**config.mk**
```make
export PLATFORM = sky130hd
export DESIGN_NAME = audio_mood_state_classifier
export DESIGN_NICKNAME = d
export VERILOG_FILES = /design/src/hdl/amsc_pkg.sv /design/src/hdl/amsc_cfg_regs.sv /design/src/hdl/amsc_slot_bank.sv /design/src/hdl/amsc_mood_core.sv /design/src/hdl/audio_mood_state_classifier.sv
export SDC_FILE = /design/constraint.sdc
export NUM_CORES = 2
export LEC_CHECK = 0
export BUFFER_PORTS_ARGS = -buffer_cell sky130_fd_sc_hd__clkbuf_2
export CORE_AREA = 2 2 253 255
export CTS_BUF_LIST = sky130_fd_sc_hd__clkbuf_16
export DETAILED_ROUTE_END_ITERATION = 16
export DIE_AREA = 0 0 255 257
export PLACE_DENSITY_LB_ADDON = 0.05
export SLEW_MARGIN = 40
export SYNTH_ARGS = -nofsm -noshare
export SYNTH_HDL_FRONTEND = slang
export SYNTH_SLANG_ARGS = --single-unit
```
**constraint.sdc**
```tcl
create_clock -name aclk -period 12.2 [get_ports aclk]
set_input_delay 1.83 -clock aclk [delete_from_list [all_inputs] [get_ports aclk]]
set_output_delay 1.83 -clock aclk [all_outputs]
set_load 0.005 [all_outputs]
```
**src/hdl/amsc_pkg.sv**
```systemverilog
// Shared types and constants for the audio mood state classifier.
package amsc_pkg;

    localparam int CFG_IDX_W  = 3;
    localparam int CFG_DATA_W = 32;

    // Slot bank period is 18000 ms = 16 * 1125.
    localparam int unsigned SLOT_PERIOD_MS = 18000;
    localparam int          SLOT_PRE_SHIFT = 4;
    localparam int          SLOT_X_W       = 32 - SLOT_PRE_SHIFT;
    localparam int          SLOT_RECIP_W   = 29;
    localparam int          SLOT_SHIFT     = 39;
    localparam logic [SLOT_RECIP_W-1:0] SLOT_RECIP = 29'd488671835;

    typedef enum logic [1:0] {
        MOOD_SILENCE = 2'd0,
        MOOD_DISORG  = 2'd1,
        MOOD_LOCKED  = 2'd2
    } mood_t;

    typedef enum logic [CFG_IDX_W-1:0] {
        CFG_SILENCE_ENTER = 3'd0,
        CFG_SILENCE_EXIT  = 3'd1,
        CFG_TEMPO_ENTER   = 3'd2,
        CFG_BEAT_ENTER    = 3'd3,
        CFG_TEMPO_EXIT    = 3'd4,
        CFG_BEAT_EXIT     = 3'd5,
        CFG_HYSTERESIS    = 3'd6,
        CFG_MIN_DWELL     = 3'd7
    } cfg_idx_t;

    typedef struct packed {
        logic [31:0] silence_enter_ms;
        logic [31:0] silence_exit_ms;
        logic [15:0] tempo_enter;
        logic [15:0] beat_enter;
        logic [15:0] tempo_exit;
        logic [15:0] beat_exit;
        logic [31:0] hysteresis_ms;
        logic [31:0] min_dwell_ms;
    } cfg_t;

    typedef struct packed {
        logic [31:0] now_ms;
        logic        is_silent;
        logic [15:0] tempo_conf;
        logic [15:0] beat_conf;
    } in_t;

    typedef struct packed {
        mood_t       mood;
        logic [3:0]  visual_slot;
        logic        visual_changed;
    } out_t;

endpackage

```
**src/hdl/amsc_cfg_regs.sv**
```systemverilog
// Configuration register file for the mood classifier.
module amsc_cfg_regs (
    input  logic                            aclk,
    input  logic                            aresetn,
    input  logic                            cfg_we,
    input  logic [amsc_pkg::CFG_IDX_W-1:0]  cfg_addr,
    input  logic [amsc_pkg::CFG_DATA_W-1:0] cfg_wdata,
    output amsc_pkg::cfg_t                  cfg
);

    amsc_pkg::cfg_t cfg_reg;
    amsc_pkg::cfg_t cfg_next;

    always_comb begin
        cfg_next = cfg_reg;
        if (cfg_we) begin
            unique case (amsc_pkg::cfg_idx_t'(cfg_addr))
                amsc_pkg::CFG_SILENCE_ENTER: cfg_next.silence_enter_ms = cfg_wdata;
                amsc_pkg::CFG_SILENCE_EXIT:  cfg_next.silence_exit_ms  = cfg_wdata;
                amsc_pkg::CFG_TEMPO_ENTER:   cfg_next.tempo_enter      = cfg_wdata[15:0];
                amsc_pkg::CFG_BEAT_ENTER:    cfg_next.beat_enter       = cfg_wdata[15:0];
                amsc_pkg::CFG_TEMPO_EXIT:    cfg_next.tempo_exit       = cfg_wdata[15:0];
                amsc_pkg::CFG_BEAT_EXIT:     cfg_next.beat_exit        = cfg_wdata[15:0];
                amsc_pkg::CFG_HYSTERESIS:    cfg_next.hysteresis_ms    = cfg_wdata;
                amsc_pkg::CFG_MIN_DWELL:     cfg_next.min_dwell_ms     = cfg_wdata;
            endcase
        end
    end

    always_ff @(posedge aclk) begin
        if (!aresetn) begin
            cfg_reg.silence_enter_ms <= 32'd2000;
            cfg_reg.silence_exit_ms  <= 32'd200;
            cfg_reg.tempo_enter      <= 16'd39321;
            cfg_reg.beat_enter       <= 16'd39321;
            cfg_reg.tempo_exit       <= 16'd26214;
            cfg_reg.beat_exit        <= 16'd26214;
            cfg_reg.hysteresis_ms    <= 32'd500;
            cfg_reg.min_dwell_ms     <= 32'd1000;
        end else begin
            cfg_reg <= cfg_next;
        end
    end

    assign cfg = cfg_reg;

endmodule

```
**src/hdl/amsc_slot_bank.sv**
```systemverilog
// Rotating bank position: (now_ms / 18000) mod 4 by reciprocal multiply.
module amsc_slot_bank (
    input  logic [31:0] now_ms,
    output logic [1:0]  bank
);

    logic [amsc_pkg::SLOT_X_W-1:0]                         x;
    logic [amsc_pkg::SLOT_X_W+amsc_pkg::SLOT_RECIP_W-1:0]  prod;

    // now/16 then exact divide by 1125 via ceil(2^39/1125)
    assign x    = now_ms[31:amsc_pkg::SLOT_PRE_SHIFT];
    assign prod = {{amsc_pkg::SLOT_RECIP_W{1'b0}}, x}
                * {{amsc_pkg::SLOT_X_W{1'b0}}, amsc_pkg::SLOT_RECIP};
    assign bank = prod[amsc_pkg::SLOT_SHIFT+1:amsc_pkg::SLOT_SHIFT];

endmodule

```
**src/hdl/amsc_mood_core.sv**
```systemverilog
// Mood state registers and per-tick decision logic.
module amsc_mood_core (
    input  logic           aclk,
    input  logic           aresetn,
    input  logic           advance,
    input  amsc_pkg::in_t  item,
    input  amsc_pkg::cfg_t cfg,
    output amsc_pkg::out_t result
);

    amsc_pkg::mood_t cur_mood_reg,  cur_mood_next;
    amsc_pkg::mood_t cand_mood_reg, cand_mood_next;
    logic [31:0]     cand_since_reg, cand_since_next;
    logic [31:0]     entered_at_reg, entered_at_next;
    logic [31:0]     silent_since_reg, silent_since_next;
    logic [31:0]     sound_since_reg, sound_since_next;
    logic [3:0]      last_slot_reg, last_slot_next;

    logic [1:0]      bank;
    logic [31:0]     now;
    logic            silent;
    logic [31:0]     entered_eff;
    logic            released;
    logic            locked_enter;
    logic            locked_stay;
    amsc_pkg::mood_t instant;
    amsc_pkg::mood_t next_mood;
    logic [3:0]      slot;

    amsc_slot_bank u_bank (
        .now_ms (item.now_ms),
        .bank   (bank)
    );

    assign now    = item.now_ms;
    assign silent = item.is_silent;

    always_comb begin
        entered_eff = (entered_at_reg == 32'd0) ? now : entered_at_reg;

        if (silent) begin
            silent_since_next = (silent_since_reg == 32'd0) ? now : silent_since_reg;
            sound_since_next  = 32'd0;
        end else begin
            sound_since_next  = (sound_since_reg == 32'd0) ? now : sound_since_reg;
            silent_since_next = 32'd0;
        end

        released = !silent && (sound_since_next != 32'd0)
                && ((now - sound_since_next) >= cfg.silence_exit_ms);
        locked_enter = !silent && (item.tempo_conf >= cfg.tempo_enter)
                    && (item.beat_conf >= cfg.beat_enter);
        locked_stay  = (cur_mood_reg == amsc_pkg::MOOD_LOCKED)
                    && (item.tempo_conf >= cfg.tempo_exit)
                    && (item.beat_conf >= cfg.beat_exit);

        priority if (silent && (silent_since_next != 32'd0)
                     && ((now - silent_since_next) >= cfg.silence_enter_ms)) begin
            instant = amsc_pkg::MOOD_SILENCE;
        end else if ((cur_mood_reg == amsc_pkg::MOOD_SILENCE) && !released) begin
            instant = amsc_pkg::MOOD_SILENCE;
        end else if (locked_enter || locked_stay) begin
            instant = amsc_pkg::MOOD_LOCKED;
        end else if ((cur_mood_reg == amsc_pkg::MOOD_SILENCE) && silent) begin
            instant = amsc_pkg::MOOD_SILENCE;
        end else begin
            instant = amsc_pkg::MOOD_DISORG;
        end

        if (instant != cur_mood_reg) begin
            if (instant != cand_mood_reg) begin
                cand_mood_next  = instant;
                cand_since_next = now;
            end else begin
                cand_mood_next  = cand_mood_reg;
                cand_since_next = cand_since_reg;
            end
            if (((now - cand_since_next) >= cfg.hysteresis_ms)
                && ((now - entered_eff) >= cfg.min_dwell_ms)) begin
                next_mood = instant;
            end else begin
                next_mood = cur_mood_reg;
            end
        end else begin
            cand_mood_next  = cur_mood_reg;
            cand_since_next = now;
            next_mood       = cur_mood_reg;
        end

        cur_mood_next   = next_mood;
        entered_at_next = (next_mood != cur_mood_reg) ? now : entered_eff;

        slot           = {next_mood, bank};
        last_slot_next = slot;
    end

    assign result.mood           = next_mood;
    assign result.visual_slot    = slot;
    assign result.visual_changed = (slot != last_slot_reg);

    always_ff @(posedge aclk) begin
        if (!aresetn) begin
            cur_mood_reg     <= amsc_pkg::MOOD_SILENCE;
            cand_mood_reg    <= amsc_pkg::MOOD_SILENCE;
            cand_since_reg   <= 32'd0;
            entered_at_reg   <= 32'd0;
            silent_since_reg <= 32'd0;
            sound_since_reg  <= 32'd0;
            last_slot_reg    <= 4'd0;
        end else if (advance) begin
            cur_mood_reg     <= cur_mood_next;
            cand_mood_reg    <= cand_mood_next;
            cand_since_reg   <= cand_since_next;
            entered_at_reg   <= entered_at_next;
            silent_since_reg <= silent_since_next;
            sound_since_reg  <= sound_since_next;
            last_slot_reg    <= last_slot_next;
        end
    end

endmodule

```
**src/hdl/audio_mood_state_classifier.sv**
```systemverilog
// Audio mood state classifier: top level with request and result registers.
//
// Input channel s_valid/s_ready/s_data carries one frame tick per request:
// timestamp in ms, silence flag, tempo and beat confidences (Q0.16).
// Result channel m_valid/m_ready/m_data returns one result per request:
// mood, visual slot and a slot-changed flag, in request order.
// Configuration: cfg_we/cfg_addr/cfg_wdata write one register per cycle;
// write only while no request is in flight.
// Throughput: one request per cycle while m_ready is high. The mood state
// update, including the reciprocal multiply for the slot bank, sits between
// the request register and the result register.
// Reset (synchronous, aresetn low) empties both registers, restores register
// defaults and returns the mood state to silence with all timestamps unset.
// Receiver stall: the result holds; one further request is taken into the
// request register, after which s_ready drops until m_ready returns.
module audio_mood_state_classifier (
    input  logic                            aclk,
    input  logic                            aresetn,
    input  logic                            s_valid,
    output logic                            s_ready,
    input  amsc_pkg::in_t                   s_data,
    output logic                            m_valid,
    input  logic                            m_ready,
    output amsc_pkg::out_t                  m_data,
    input  logic                            cfg_we,
    input  logic [amsc_pkg::CFG_IDX_W-1:0]  cfg_addr,
    input  logic [amsc_pkg::CFG_DATA_W-1:0] cfg_wdata
);

    amsc_pkg::cfg_t cfg;
    amsc_pkg::out_t result;

    logic           in_valid_reg, in_valid_next;
    amsc_pkg::in_t  in_data_reg;
    logic           out_valid_reg, out_valid_next;
    amsc_pkg::out_t out_data_reg;
    logic           advance;

    amsc_cfg_regs u_cfg (
        .aclk      (aclk),
        .aresetn   (aresetn),
        .cfg_we    (cfg_we),
        .cfg_addr  (cfg_addr),
        .cfg_wdata (cfg_wdata),
        .cfg       (cfg)
    );

    amsc_mood_core u_core (
        .aclk    (aclk),
        .aresetn (aresetn),
        .advance (advance),
        .item    (in_data_reg),
        .cfg     (cfg),
        .result  (result)
    );

    assign advance = in_valid_reg && (!out_valid_reg || m_ready);
    assign s_ready = !in_valid_reg || advance;

    always_comb begin
        in_valid_next  = (s_valid && s_ready) || (in_valid_reg && !advance);
        out_valid_next = advance || (out_valid_reg && !m_ready);
    end

    always_ff @(posedge aclk) begin
        if (!aresetn) begin
            in_valid_reg  <= 1'b0;
            out_valid_reg <= 1'b0;
        end else begin
            in_valid_reg  <= in_valid_next;
            out_valid_reg <= out_valid_next;
        end
    end

    always_ff @(posedge aclk) begin
        if (s_valid && s_ready) begin
            in_data_reg <= s_data;
        end
        if (advance) begin
            out_data_reg <= result;
        end
    end

    assign m_valid = out_valid_reg;
    assign m_data  = out_data_reg;

endmodule

```
==> metrics <==
status finished clean; Initial Util 55.7%; area of the die roughly 66000 sq um; Place WS -0.111 ns; initial antenna violation count 1; CTS tree yes; Cells after DPL 4891; DR WL/cell 21.2 um; Setup WS post-layout between 0.5 and 0.6 ns; post-layout util 62.3%; EDFF count, synth 70; main flop type after synthesis dfxtp_1; DP Area 37000 sq um; Antenna Cells 0; CP Max Fanout 8; initial drt markers 2150; Critical Path Sink Type register; CTS Sinks slightly below 400; syn_nets 4834; Cells after Synth approximately 4000; DRT Wirelength 106000 um; Leakage 17.4 nW; pins over their slew limit 0; total CTS buffers 47; max reg flops 192; hold crit path type reg -> reg; async set or reset register ratio after synthesis 0%; fmax between 80 and 90 MHz; Fin Clk Skew about 0.031 ns; max-cap violations 0; Tcrit/Tclk final 95.3%; all-layer global routing usage between 30 and 40%; Finished Layout Cells 5003; pin count of the biggest net entering global routing 154; row count 92; Crit-path slowest cell o41a_1; nets 4994; total power draw 11.5 mW; Detailed Routing Iterations Pass 1 5; vias in the first global route 26800; I/O pins 114; # H-tree levels 2; Min Hold Slack 0.462 ns; area grow syn2layout 11.8%; Mean Syn Cell Area 8.82 sq um; CTS clk-pin slew, worst paths 0.06 ns; final instance area approximately 39000 sq um; Worst-Margin Slew just over 0.8 ns; PwrDens about 300 nW/um^2; vias per inst roughly 5.6; crit path kind reg -> reg; Peak supply drop 0.000213 V; crit path time final 11.63 ns; fraction of layout cells with a size suffix above 1 10.7%; die extent in x 255 um; CTS max path bufs 3; Worst Path Required 12.75 ns; global-route wire length before repair 160000 um; Die Span Y 257 um; CP Data Arrival Time 12.18 ns; final setup vio count 0; core area 62700 sq um; Final Hold Vio Count 0; startpoint type of the worst setup path register; via count around 28000; Final TNS setup 0 ns; CP max stage delay 0.47 ns; DP Wirelength 80300 um; Max-slew headroom 46.4%; Residual DRC 0; synthesized area 34900 sq um; synth unique cells 77; Clock Latency Late Sink approximately 0.63 ns; total grt overflow 0; Root Buffer clkbuf_16; gpl congestion between 0.9 and 1; synthesized flop and latch total about 400; sequential share of the synthesized area roughly 25%; Syn. warnings 0; input/output buffers 113; antenna-violating nets left 0
power by group:
group | leakage (nW) | internal [mW] | switching, mW | total [mW]
Sequential | 3.34 | 1.48 | 0.111 | 1.59
Combinational | 13.2 | 3.82 | 4.74 | 8.56
Clock | 0.790 | 0.767 | 0.618 | 1.39
logic make-up after synthesis:
| family | share of synthesized area [%] |
|---|---|
| AOI/OAI and AO/OA | 15.6 |
| adders and majority gates | 32.3 |
| DFF | 24.8 |
| buffers and inverters | 7.75 |
| muxes | 2.00 |
| xor gates and xnor gates | 3.31 |
| and+or+nand+nor | 14.2 |
metal layers:
metal  up-vias  global-route usage, %  share of wire [%]
met1     13300                   44.1                 44
met4         0                   11.7                4.3
li1      13700                      -                  -
met5         -                      0                  0
met3       173                   4.20                5.8
met2       844                   53.0                 46
area by class of cell:
| class | instances | area (sq um) |
|---|---|---|
| Clock inverter | 37 | 244 |
| Inverter | 567 | 2130 |
| Multi-Input combinational cell | 2853 | 23900 |
| Tap cell | 846 | 1060 |
| Fill cell | 5587 | 23700 |
| Timing Repair Buffer | 252 | 1760 |
| Clock buffer | 50 | 1250 |
| Sequential cell | 398 | 8670 |
timing repair:
| action | 4_1_cts | 5_1_grt |
|---|---|---|
| hold buffers | 0 | 0 |
| gates cloned | 0 | 4 |
| endpoints found under the setup margin | 31 | 37 |
| resized for setup | 3 | 91 |
| pin swaps | 0 | 55 |
| setup buffers | 0 | 20 |
cell usage after synthesis (all sizes together) (3+ instances only):
cell / number / area (sq um)
a22oi: 33 / 248
a21o: 91 / 683
o31ai: 5 / 42.5
and3: 12 / 75.1
nand3: 39 / 195
a31oi: 15 / 93.8
o21bai: 23 / 173
mux2: 3 / 33.8
a41oi: 3 / 26.3
nor2: 118 / 443
nor2b: 103 / 644
buf: 17 / 105
nand4: 33 / 206
or2: 37 / 231
a221o: 3 / 30.0
o21ba: 3 / 30.0
xnor2: 97 / 850
nor3b: 7 / 52.6
nand2b: 32 / 200
nor4: 37 / 246
or4: 5 / 37.5
edfxtp: 70 / 2100
a211oi: 16 / 120
ha: 552 / 6910
o21a: 27 / 203
o21ai: 181 / 906
dfxtp: 328 / 6570
a2111oi: 5 / 43.8
o2111ai: 6 / 52.6
and4: 4 / 35.0
a211o: 4 / 35.0
or3: 10 / 62.6
a221oi: 5 / 50.0
inv: 567 / 2130
and2: 69 / 432
a21boi: 147 / 1100
clkbuf: 124 / 475
xor2: 35 / 307
a31o: 3 / 26.3
nand2: 480 / 1800
fa: 218 / 4360
nor3: 56 / 290
mux2i: 66 / 664
a21oi: 187 / 936
o211ai: 60 / 450
path summary, 6_finish.rpt:
check	from	endpoint	slack, ns	cells after the start
min reg2reg	u_cfg.cfg[14]	u_cfg.cfg[14]	0.46	2
max reg2reg	u_core.silent_since_reg[29]	u_core.entered_at_reg[8]	0.57	65
max	u_core.silent_since_reg[29]	u_core.entered_at_reg[8]	0.57	65
min	u_cfg.cfg[14]	u_cfg.cfg[14]	0.46	2
critical path, delay by kind of cell, from the launching register on:
| kind | cells | cell delay (ns) |
|---|---|---|
| buf+inv | 5 | 0.76 |
| fa+ha+maj | 5 | 1.40 |
| xor+xnor | 2 | 0.21 |
| mux | 1 | 0.33 |
| compound gates | 36 | 6.75 |
| simple gates | 16 | 1.76 |
| flops | 1 | 0.34 |
cells in the final DEF, fill, tap and decap left out, types with 68 or more instances in the layout:
| cell | n |
|---|---|
| nand2_1 | 479 |
| a21o_1 | 91 |
| a21oi_1 | 173 |
| o21ai_0 | 159 |
| dfxtp_1 | 327 |
| nor2_1 | 110 |
| edfxtp_1 | 70 |
| inv_1 | 582 |
| and2_1 | 68 |
| buf_4 | 123 |
| ha_1 | 549 |
| a21boi_0 | 147 |
| clkbuf_2 | 112 |
| nor2b_1 | 103 |
| fa_1 | 216 |
| xnor2_1 | 97 |
(Power assumes the default switching activity.)
